**src/rtl/depth_z24_z16_codec_assert.svh**
```systemverilog
`ifndef DEPTH_Z24_Z16_CODEC_ASSERT_SVH
`define DEPTH_Z24_Z16_CODEC_ASSERT_SVH

// same-cycle implication
`define DZC_ASSERT_NOW(label, clk, rst, ante, cons, msg) \
   label: assert property (@(posedge clk) disable iff (rst) (ante) |-> (cons)) \
      else $error(msg);

// next-cycle implication
`define DZC_ASSERT_NEXT(label, clk, rst, ante, cons, msg) \
   label: assert property (@(posedge clk) disable iff (rst) (ante) |=> (cons)) \
      else $error(msg);

`endif

```
**src/rtl/dzc_pkg.sv**
```systemverilog
package dzc_pkg;

   localparam int unsigned DEPTH_W = 24;
   localparam int unsigned CODE_W  = 16;
   localparam int unsigned EXP_W   = 4;
   localparam int unsigned SHIFT_W = 4;

   localparam logic [1:0] FMT_LINEAR = 2'd0;
   localparam logic [1:0] FMT_NEAR   = 2'd1;
   localparam logic [1:0] FMT_MID    = 2'd2;
   localparam logic [1:0] FMT_FAR    = 2'd3;

   localparam logic CMD_COMPRESS   = 1'b0;
   localparam logic CMD_DECOMPRESS = 1'b1;

   localparam logic [EXP_W-1:0] MAX_EXP_NEAR = 4'd3;
   localparam logic [EXP_W-1:0] MAX_EXP_MID  = 4'd7;
   localparam logic [EXP_W-1:0] MAX_EXP_FAR  = 4'd12;

   localparam logic [DEPTH_W-1:0] MASK24 = 24'hFFFFFF;

   typedef struct packed {
      logic [DEPTH_W-1:0] value;
      logic               bad;
   } dzc_result_type;

   // mantissa shift by format and exponent
   function automatic logic [SHIFT_W-1:0] shift_for(input logic [1:0] fmt,
                                                    input logic [EXP_W-1:0] e);
      logic [SHIFT_W-1:0] sh;
      sh = '0;
      unique case (fmt)
         FMT_NEAR: sh = (e == MAX_EXP_NEAR) ? 4'd7 : 4'd9 - e;
         FMT_MID:  sh = (e == MAX_EXP_MID) ? 4'd4 : 4'd10 - e;
         FMT_FAR:  sh = (e == MAX_EXP_FAR) ? 4'd0 : 4'd11 - e;
         default:  sh = '0;
      endcase
      return sh;
   endfunction

endpackage

```
**src/rtl/depth_z24_z16_codec.sv**
```systemverilog
// an accepted request passes through the input register and then the result register before its result is valid
// throughput: one request per cycle, sustained while the result side does not stall
// a stalled result register holds its request; the input register keeps accepting when empty
// reset: synchronous, active high, clears both valid flags; payload registers are not reset
module depth_z24_z16_codec (
   input  logic        clock,
   input  logic        reset,
   input  logic        req_valid,
   output logic        req_stall,
   input  logic        req_command,
   input  logic [1:0]  req_depth_format,
   input  logic [23:0] req_depth_value,
   output logic        rsp_valid,
   input  logic        rsp_stall,
   output logic [23:0] rsp_converted_value,
   output logic        rsp_bad_exponent
);
   import dzc_pkg::*;

`include "depth_z24_z16_codec_assert.svh"

   logic               s1_valid_ff, s1_valid_in;
   logic               s1_cmd_ff;
   logic [1:0]         s1_fmt_ff;
   logic [DEPTH_W-1:0] s1_value_ff;

   logic               s2_valid_ff, s2_valid_in;
   logic               s2_cmd_ff;
   logic [DEPTH_W-1:0] s2_value_ff;
   logic               s2_bad_ff;

   logic           adv1, adv2;
   dzc_result_type comp_res, exp_res, sel_res;

   assign adv2      = !s2_valid_ff || !rsp_stall;
   assign adv1      = !s1_valid_ff || adv2;
   assign req_stall = !adv1;

   assign s1_valid_in = adv1 ? req_valid : s1_valid_ff;
   assign s2_valid_in = adv2 ? s1_valid_ff : s2_valid_ff;

   dzc_compress u_compress (
      .depth  (s1_value_ff),
      .fmt    (s1_fmt_ff),
      .result (comp_res)
   );

   dzc_expand u_expand (
      .code   (s1_value_ff[CODE_W-1:0]),
      .fmt    (s1_fmt_ff),
      .result (exp_res)
   );

   assign sel_res = (s1_cmd_ff == CMD_DECOMPRESS) ? exp_res : comp_res;

   always_ff @(posedge clock) begin
      if (reset) begin
         s1_valid_ff <= 1'b0;
         s2_valid_ff <= 1'b0;
      end else begin
         s1_valid_ff <= s1_valid_in;
         s2_valid_ff <= s2_valid_in;
      end
   end

   always_ff @(posedge clock) begin
      if (adv1) begin
         s1_cmd_ff   <= req_command;
         s1_fmt_ff   <= req_depth_format;
         s1_value_ff <= req_depth_value;
      end
   end

   always_ff @(posedge clock) begin
      if (adv2) begin
         s2_cmd_ff   <= s1_cmd_ff;
         s2_value_ff <= sel_res.value;
         s2_bad_ff   <= sel_res.bad;
      end
   end

   assign rsp_valid           = s2_valid_ff;
   assign rsp_converted_value = s2_value_ff;
   assign rsp_bad_exponent    = s2_bad_ff;

   `DZC_ASSERT_NOW(a_bad_only_decompress, clock, reset, s2_valid_ff && s2_bad_ff, s2_cmd_ff == CMD_DECOMPRESS && s2_value_ff[23:12] == 12'hFFF, "bad exponent on wrong request")
   `DZC_ASSERT_NOW(a_compress_upper_zero, clock, reset, s2_valid_ff && s2_cmd_ff == CMD_COMPRESS, s2_value_ff[23:16] == 8'h00, "compressed code exceeds 16 bits")
   `DZC_ASSERT_NEXT(a_accept_fills_input, clock, reset, req_valid && !req_stall, s1_valid_ff, "accepted request lost")
   `DZC_ASSERT_NEXT(a_input_held_on_stall, clock, reset, s1_valid_ff && !adv2, s1_valid_ff && $stable(s1_value_ff), "input register dropped while stalled")

endmodule

```
**src/rtl/dzc_compress.sv**
```systemverilog
module dzc_compress (
   input  logic [23:0]             depth,
   input  logic [1:0]              fmt,
   output dzc_pkg::dzc_result_type result
);
   import dzc_pkg::*;

   logic [EXP_W-1:0]   lead;
   logic               run;
   logic [EXP_W-1:0]   exp_c;
   logic [SHIFT_W-1:0] sh;
   logic [DEPTH_W-1:0] shifted;

   // leading ones, saturating at twelve
   always_comb begin
      lead = '0;
      run  = 1'b1;
      for (int i = 0; i < 12; i++) begin
         if (run && depth[DEPTH_W-1-i]) begin
            lead = EXP_W'(i + 1);
         end else begin
            run = 1'b0;
         end
      end
   end

   always_comb begin
      unique case (fmt)
         FMT_NEAR: exp_c = (lead > MAX_EXP_NEAR) ? MAX_EXP_NEAR : lead;
         FMT_MID:  exp_c = (lead > MAX_EXP_MID) ? MAX_EXP_MID : lead;
         FMT_FAR:  exp_c = (lead > MAX_EXP_FAR) ? MAX_EXP_FAR : lead;
         default:  exp_c = '0;
      endcase
   end

   assign sh      = shift_for(fmt, exp_c);
   assign shifted = depth >> sh;

   always_comb begin
      result.bad = 1'b0;
      unique case (fmt)
         FMT_NEAR: result.value = {8'h00, exp_c[1:0], shifted[13:0]};
         FMT_MID:  result.value = {8'h00, exp_c[2:0], shifted[12:0]};
         FMT_FAR:  result.value = {8'h00, exp_c, shifted[11:0]};
         default:  result.value = {8'h00, depth[23:8]};
      endcase
   end

endmodule

```
**src/rtl/dzc_expand.sv**
```systemverilog
module dzc_expand (
   input  logic [15:0]             code,
   input  logic [1:0]              fmt,
   output dzc_pkg::dzc_result_type result
);
   import dzc_pkg::*;

   logic [EXP_W-1:0]   exp_c;
   logic [DEPTH_W-1:0] mant;
   logic               bad;
   logic [SHIFT_W-1:0] sh;

   always_comb begin
      bad = 1'b0;
      unique case (fmt)
         FMT_NEAR: begin
            exp_c = {2'b00, code[15:14]};
            mant  = {10'd0, code[13:0]};
         end
         FMT_MID: begin
            exp_c = {1'b0, code[15:13]};
            mant  = {11'd0, code[12:0]};
         end
         FMT_FAR: begin
            bad   = code[15:12] > MAX_EXP_FAR;
            exp_c = bad ? MAX_EXP_FAR : code[15:12];
            mant  = {12'd0, code[11:0]};
         end
         default: begin
            exp_c = '0;
            mant  = '0;
         end
      endcase
   end

   assign sh = shift_for(fmt, exp_c);

   always_comb begin
      result.bad = bad;
      if (fmt == FMT_LINEAR) begin
         result.value = {code, 8'h00};
      end else begin
         result.value = ~(MASK24 >> exp_c) | (mant << sh);
      end
   end

endmodule
```
**config.mk**
```make
export PLATFORM = sky130hd
export DESIGN_NAME = depth_z24_z16_codec
export DESIGN_NICKNAME = d
export VERILOG_FILES = /design/src/rtl/dzc_pkg.sv /design/src/rtl/depth_z24_z16_codec.sv /design/src/rtl/dzc_compress.sv /design/src/rtl/dzc_expand.sv
export VERILOG_INCLUDE_DIRS = /design/src /design/src/rtl
export SDC_FILE = /design/constraint.sdc
export NUM_CORES = 1
export LEC_CHECK = 0
export BUFFER_PORTS_ARGS = -buffer_cell sky130_fd_sc_hd__buf_2
export CAP_MARGIN = 15
export CORE_ASPECT_RATIO = 1.1
export CORE_MARGIN = 10
export CORE_UTILIZATION = 57
export CTS_BUF_LIST = sky130_fd_sc_hd__clkbuf_16
export DETAILED_ROUTE_END_ITERATION = 10
export HOLD_SLACK_MARGIN = 0.15
export PLACE_DENSITY = 0.9
export RECOVER_POWER = 50
export SKIP_LAST_GASP = 1
export SYNTH_ARGS = -nofsm -noshare
export SYNTH_HDL_FRONTEND = slang
export SYNTH_SLANG_ARGS = --single-unit
export TNS_END_PERCENT = 10
```
**constraint.sdc**
```tcl
create_clock -name clock -period 6.3 [get_ports clock]
set_input_delay 0.63 -clock clock [delete_from_list [all_inputs] [get_ports clock]]
set_output_delay 0.63 -clock clock [all_outputs]
set_load 0.05 [all_outputs]
```
## After elaboration in Yosys (flattened, before gate mapping)

Cells that the tools add are included.

- Input port bits: 31
- Memories: 0
- ROM bits: 0
- Bits in latches: 0
- Register bits after elaboration: 54
- RAM bits: 0
- Logic and storage cells: 92
- Output and inout bits: 27

- Equal/unequal tests: 9
- Add/sub/neg operators: 6
- $lt $le $gt $ge: 4
- Shifts and indexed selects: 3
- Div/mod/pow operators: 0
- Mux-type cells: 42
- Bitwise logic cells: 2
- $mul: 0
- Reduce and logical (&&, ||, !) cells: 19

Operator list:

| kind | count |
|---|---|
| 2-to-1 mux 4 bit | 21 |
| case mux 16 bit (3 select lines) | 1 |
| case mux 4 bit (3 select lines) | 4 |
| case mux 14 bit (3 select lines) | 1 |
| 2-to-1 mux 25 bit | 1 |
| 2-to-1 mux 24 bit | 1 |
| NOT 24 bit | 1 |
| bitwise OR 24 bit | 1 |
| << shifter 14 x 4 -> 24 bit | 1 |
| right shift 24 x 4 -> 14 bit | 1 |
| right shift 24 x 4 -> 24 bit (first input constant) | 1 |
| subtractor 4 bit (first input constant) | 6 |
| 2-to-1 mux 1 bit | 13 |
| logical AND 1 bit | 11 |
| equality test 4 x 2 -> 1 bit (second input constant) | 2 |
| equality test 4 x 3 -> 1 bit (second input constant) | 2 |
| equality test 4 bit (second input constant) | 2 |
| greater-than comparator 4 bit (second input constant) | 2 |
| equality test 2 bit (second input constant) | 2 |
| greater-than comparator 4 x 2 -> 1 bit (second input constant) | 1 |
| greater-than comparator 4 x 3 -> 1 bit (second input constant) | 1 |
| logical NOT 1 bit | 4 |
| equality test 2 x 1 -> 1 bit (second input constant) | 1 |
| logical NOT 2 bit | 1 |
| 2 further kinds | 3 |

## Depth between registers and ports, before layout

- Depth after elaboration: 32
- Mapped depth: 16
- Gate-level depth less buffers: 14

## Hierarchy

Synthesis repeated with hierarchy kept, for this count alone.

- Cells, all modules: 611
- Area, all modules: 5,594.1 sq um

Modules (own cells, without submodules):

| module | area an instance (sq um) | times used | cells each |
|---|---|---|---|
| depth_z24_z16_codec | 2,040.7 | 1 | 89 |
| dzc_compress | 1,818.0 | 1 | 260 |
| dzc_expand | 1,735.4 | 1 | 262 |

## Worst setup path after synthesis

Ideal clock, no wire load.

- Kind: register to register
- Start: reg s1_value_ff[15]
- End: reg s2_value_ff[17], in the netlist rsp_converted_value[17] (data pin)
- Path buffers: 3
- Stages on the path, launching flop included: 16
- Slack: 2.960 ns
- Data arrival time: 3.085 ns
- Required time: 6.045 ns
- Cell sequence: edfxtp_1 > buf_2 > clkbuf_1 > inv_1 > o21ai_0 > nand2_1 > ha_1 > ha_1 > nor3_1 > o21ai_0 > o31ai_1 > clkbuf_1 > nor2_1 > a2111oi_0 > o22ai_1 > and2_1

- Cells in the longest elaborated chain, start to end: 10
- Elaborated cells between the ends (all ways): 19

Ends and longest elaborated chain:

| what | RTL line | source |
|---|---|---|
| start, declared | depth_z24_z16_codec.sv:25 | `logic [DEPTH_W-1:0] s1_value_ff;` |
| start signal, assigned | depth_z24_z16_codec.sv:70 | `s1_value_ff <= req_depth_value;` |
| greater-than comparator 4 bit | dzc_expand.sv:25 | `bad = code[15:12] > MAX_EXP_FAR;` |
| 2-to-1 mux 4 bit | dzc_expand.sv:26 | `exp_c = bad ? MAX_EXP_FAR : code[15:12];` |
| case mux 4 bit (3 select lines) (*) | dzc_expand.sv:15 | `unique case (fmt)` |
| subtractor 4 bit (tied with other cells) | dzc_pkg.sv:35 | `FMT_FAR: sh = (e == MAX_EXP_FAR) ? 4'd0 : 4'd11 - e;` |
| 2-to-1 mux 4 bit, on equally long branches | dzc_pkg.sv:35, dzc_pkg.sv:33, dzc_pkg.sv:34 |  |
| case mux 4 bit (3 select lines) | dzc_pkg.sv:32 | `unique case (fmt)` |
| << shifter 14 x 4 -> 24 bit | dzc_expand.sv:43 | `result.value = ~(MASK24 >> exp_c) \| (mant << sh);` |
| bitwise OR 24 bit (*) | dzc_expand.sv:43 |  |
| 2-to-1 mux 24 bit (*) | dzc_expand.sv:40 | `if (fmt == FMT_LINEAR) begin` |
| 2-to-1 mux 25 bit (*) | depth_z24_z16_codec.sv:54 | `assign sel_res = (s1_cmd_ff == CMD_DECOMPRESS) ? exp_res : comp_res;` |
| end signal, assigned | depth_z24_z16_codec.sv:77 | `s2_value_ff <= sel_res.value;` |
| end, declared | depth_z24_z16_codec.sv:29 | `logic [DEPTH_W-1:0] s2_value_ff;` |

Every way passes the cells marked *; elsewhere a longest branch is shown, timed or not.
A chain may end at the register's enable or synchronous reset.

==> key figures <==
Synthesis
  – Synth Cell Area: 4550 µm²
  – Avg Synthesized Cell Area: 9.40 µm²
  – Post-synthesis xor/xnor area fraction: 0
  – Number of synthesized register bits: 54
  – Fraction of registers with async set/reset: 0
  – Netlist cell types: 66
  – Sequential share of the synthesized area: 0.352
  – Synth warn: 0
  – Post-Synth Adder-Cell Area: 0.0193
  – Post-synth top area share: 0.343
  – Synth Area in Simple Gates: 0.126
  – Largest cells by area after synthesis: edfxtp_1 (34%), mux2i_1 (16%), a21oi_1 (4.0%)
  – Number of synthesized flops with an enable pin: 52
  – Main synth FF type: edfxtp_1
  – Compound-Gate Fraction of Synth Area: 0.233
  – Cells after Synth: between 400 and 500
  – Multiplexer share of the synthesized area: 0.207
  – Post-synth top area cell: edfxtp_1
  – Largest family of logic cells by synthesized area: compound AO/OA/AOI/OAI gates
  – Mapped Nets: roughly 520

CTS
  – Clk_lat worst skew: about 0.29 ns
  – Clock sink count: 54
  – H-tree depth: 2
  – Cts hold-fix bufs: 0
  – Clock transition at path regs: ~0.07 ns
  – CTS tree: yes
  – Post-CTS Setup Bufs: 0
  – Post-CTS Resized: 0
  – Root Buffer: clkbuf_16
  – CTS max path bufs: 2
  – Cts bufs inserted: 5

Global route
  – Largest net degree at the start of global routing: 36
  – Gr ovfl total: 0
  – All-Layer GR Usage: 0.216
  – Vias in the first global route: between 3k and 4k
  – First-pass GRT wire length: between 20000 and 25000 µm
  – Initial antenna violation count: 0

Setup path
  – Worst reg2reg startpoint: s1_fmt_ff[0]
  – R2r setup slk: 2.02 ns
  – Worst path arrival time: ~4.3 ns
  – Worst Setup Path Type: flip-flop to flip-flop
  – Crit end category: flip-flop
  – Slowest cell on the critical path: edfxtp_1
  – FF-to-FF End: rsp_converted_value[10]
  – Critical Path RT: approximately 6.3 ns
  – Max incr delay on CP: 0.82 ns
  – Critical path cell sequence: nor2b_1 -> nand2_1 -> o21a_1 -> ha_1 -> ha_1 -> nor3_1 -> o21ai_0 -> o31a_1 -> nor2_1 -> a221o_1 -> o22ai_1 -> a32o_1 -> a31oi_1
  – Critical Path Most Common Cell: ha_1
  – Worst reg2reg path depth: 13
  – Setup crit start kind: flip-flop
  – Worst Path Max Fanout: 22

Min path
  – Hold_sp: s1_valid_ff
  – Worst hold path cell count: 2
  – Min-Delay Endpoint: rsp_valid
  – Hold Crit Class: flip-flop to flip-flop

Pwr
  – Peak supply drop: approximately 0.12 mV
  – P per Cell Area: approximately 250 nW/µm²
  – Leak: around 0.0022 µW

Finish
  – # diodes: 0
  – Fin area: between 4000 and 5000 µm²
  – Share of cells above drive strength 1: 0.173
  – FILL cells: a little under 700
  – Fin nets: between 500 and 600
  – Area overhead of the layout relative to synthesis: 9.46%

Floorplan
  – Die area: approximately 12000 µm²
  – Core Footprint: about 8000 µm²
  – DIE HEIGHT: approximately 110 µm
  – Initial core utilization: 0.581
  – Ports: between 50 and 60
  – FP Rows: 34
  – Die Wd: between 100 and 150 µm

Timing
  – Slew Viols, Final: 30
  – Hold slack final: between 0.4 and 0.5 ns
  – Max Fclk: about 0.23 GHz
  – Clk_skew: ~0.0075 ns
  – Unrepaired setup endpoints after global routing: false
  – TNS Setup: 0 ns
  – Worst slew margin: -0.0298
  – Endpoints failing setup: 0
  – Final worst-path cycle share: 0.679
  – Final hold viol count: 0
  – Tmin final: 4.28 ns
  – Worst-margin pin slew: ~1.5 ns

Routing
  – Routed wire length: 13500 µm
  – Avg WL per Cell: roughly 22 µm
  – Max Used Layer: met4
  – Antenna Violating Nets Remaining: 0
  – DRC viols: 0
  – Met3 Wirelength: roughly 1400 µm
  – Met2 WL: ~6300 µm
  – Via Count: approximately 4.1k
  – Vias/cell: 6.67
  – DRT iter0 DRCs: 500
  – DR pass1 iterations: 6
  – Met1 wire length: 5310 µm

Placement
  – Post-DP HPWL: roughly 10000 µm
  – Post-DP Area: roughly 4800 µm²
  – Port bufs: 57
  – GP Congestion: roughly 1.0

Job
  – Max cap viols: 1

Status
  – Failing checks: max-capacitance violations, max-slew violations
  – Status: finished with violations
-- worst max-delay path, delay by kind of cell (launching register included) --
kind	cells	cell delay [ns]
adder cells (fa/ha/maj)	2	0.53
AND/OR/NAND/NOR	4	0.90
AO/OA/AOI/OAI	7	1.75
flip-flops	1	0.82
-- where the power goes --
part | internal, µW | switching [µW]
clock | 187 | 124
combinational | 150 | 306
sequential | 440 | 39.0
total | 777 | 469
-- layer usage --
metal  vias up  GRT usage
met2       299      0.352
met5         -          0
met1      1887      0.281
met4         0     0.0788
met3        41     0.0389
li1       1920          -
-- synth_stat cells (3+ instances only) --
library cell  number
and2_1             8
o22ai_1            8
buf_4              5
o21ai_1            7
mux2i_1           74
o221ai_1           7
a22oi_1            8
a221oi_1           6
nor2b_1            4
nor3_1            12
o211ai_1           6
buf_2             13
inv_1             18
nand3_1            6
a21o_1             3
nand2_1           46
ha_1               7
and3_1             4
a21oi_1           36
a31oi_1           12
o21ai_0           16
edfxtp_1          52
mux2_2            13
clkbuf_1          21
a221o_1            4
nand4_1            4
nor2_1            31
-- worst max path at each step --
stage	endpoint	cells after the start	start	slack [ns]
after floorplan	rsp_converted_value[17]	15	s1_value_ff[15]	2.96
after global placement	rsp_converted_value[10]	13	s1_fmt_ff[0]	2.30
after detailed placement	rsp_converted_value[10]	13	s1_fmt_ff[0]	2.15
after CTS	rsp_converted_value[10]	13	s1_fmt_ff[0]	2.12
after global routing	rsp_converted_value[10]	13	s1_fmt_ff[0]	1.75
final	rsp_converted_value[10]	13	s1_fmt_ff[0]	2.02
-- metrics by stage --
stage / util / total power [µW] / worst slack, ns / cells
floorplan: - / 826 / 2.96 / 484
global placement: 0.617 / 934 / 2.30 / 614
detailed placement: 0.617 / 937 / 2.15 / 614
CTS: 0.638 / 1250 / 2.12 / 622
global route: 0.636 / 1290 / 1.75 / 622
finish: 0.636 / 1250 / 2.02 / 622
-- placed cells by master (no fill, tap or decap), drive strengths merged, types with 3 or more instances in the layout --
master / n
a221oi: 7
o211ai: 6
nand3: 6
mux2: 14
nor2: 32
a22oi: 9
edfxtp: 52
a21oi: 37
clkbuf: 17
o22ai: 9
and2: 8
nand4: 4
nand2: 46
a21o: 3
a2111oi: 3
a31oi: 12
buf: 53
nor3: 13
o221ai: 7
a221o: 4
and3: 4
mux2i: 74
nor2b: 4
inv: 19
ha: 7
o21ai: 23
-- state kept, by name (all words and copies together), names as in the netlist --
| name | flops |
|---|---|
| rsp_bad_exponent | 1 |
| rsp_converted_value | 24 |
| rsp_valid | 1 |
| s1_cmd_ff | 1 |
| s1_fmt_ff | 2 |
| s1_valid_ff | 1 |
| s1_value_ff | 24 |
-- logic make-up (layout without fill, tap and decap cells) --
| kind of cell | Yosys count | after routing |
|---|---|---|
| DFF | 54 | 54 |
| and+or+nand+nor | 124 | 124 |
| AOI/OAI and AO/OA | 147 | 147 |
| adders and majority gates | 7 | 7 |
| buffers and inverters | 62 | 92 |
| muxes | 90 | 90 |
-- final cells by class --
class                   instances  area (µm²)  share of cell area
repair buffers                 65         328              0.0658
multi-input cells             368        2670               0.537
well taps                     108         135              0.0271
clock inverters                 3        45.0             0.00905
clock buffers                   5         125              0.0251
inverters                      19        71.3              0.0143
flip-flops and latches         54        1600               0.322
No activity file was read; power rests on OpenSTA's default activity.
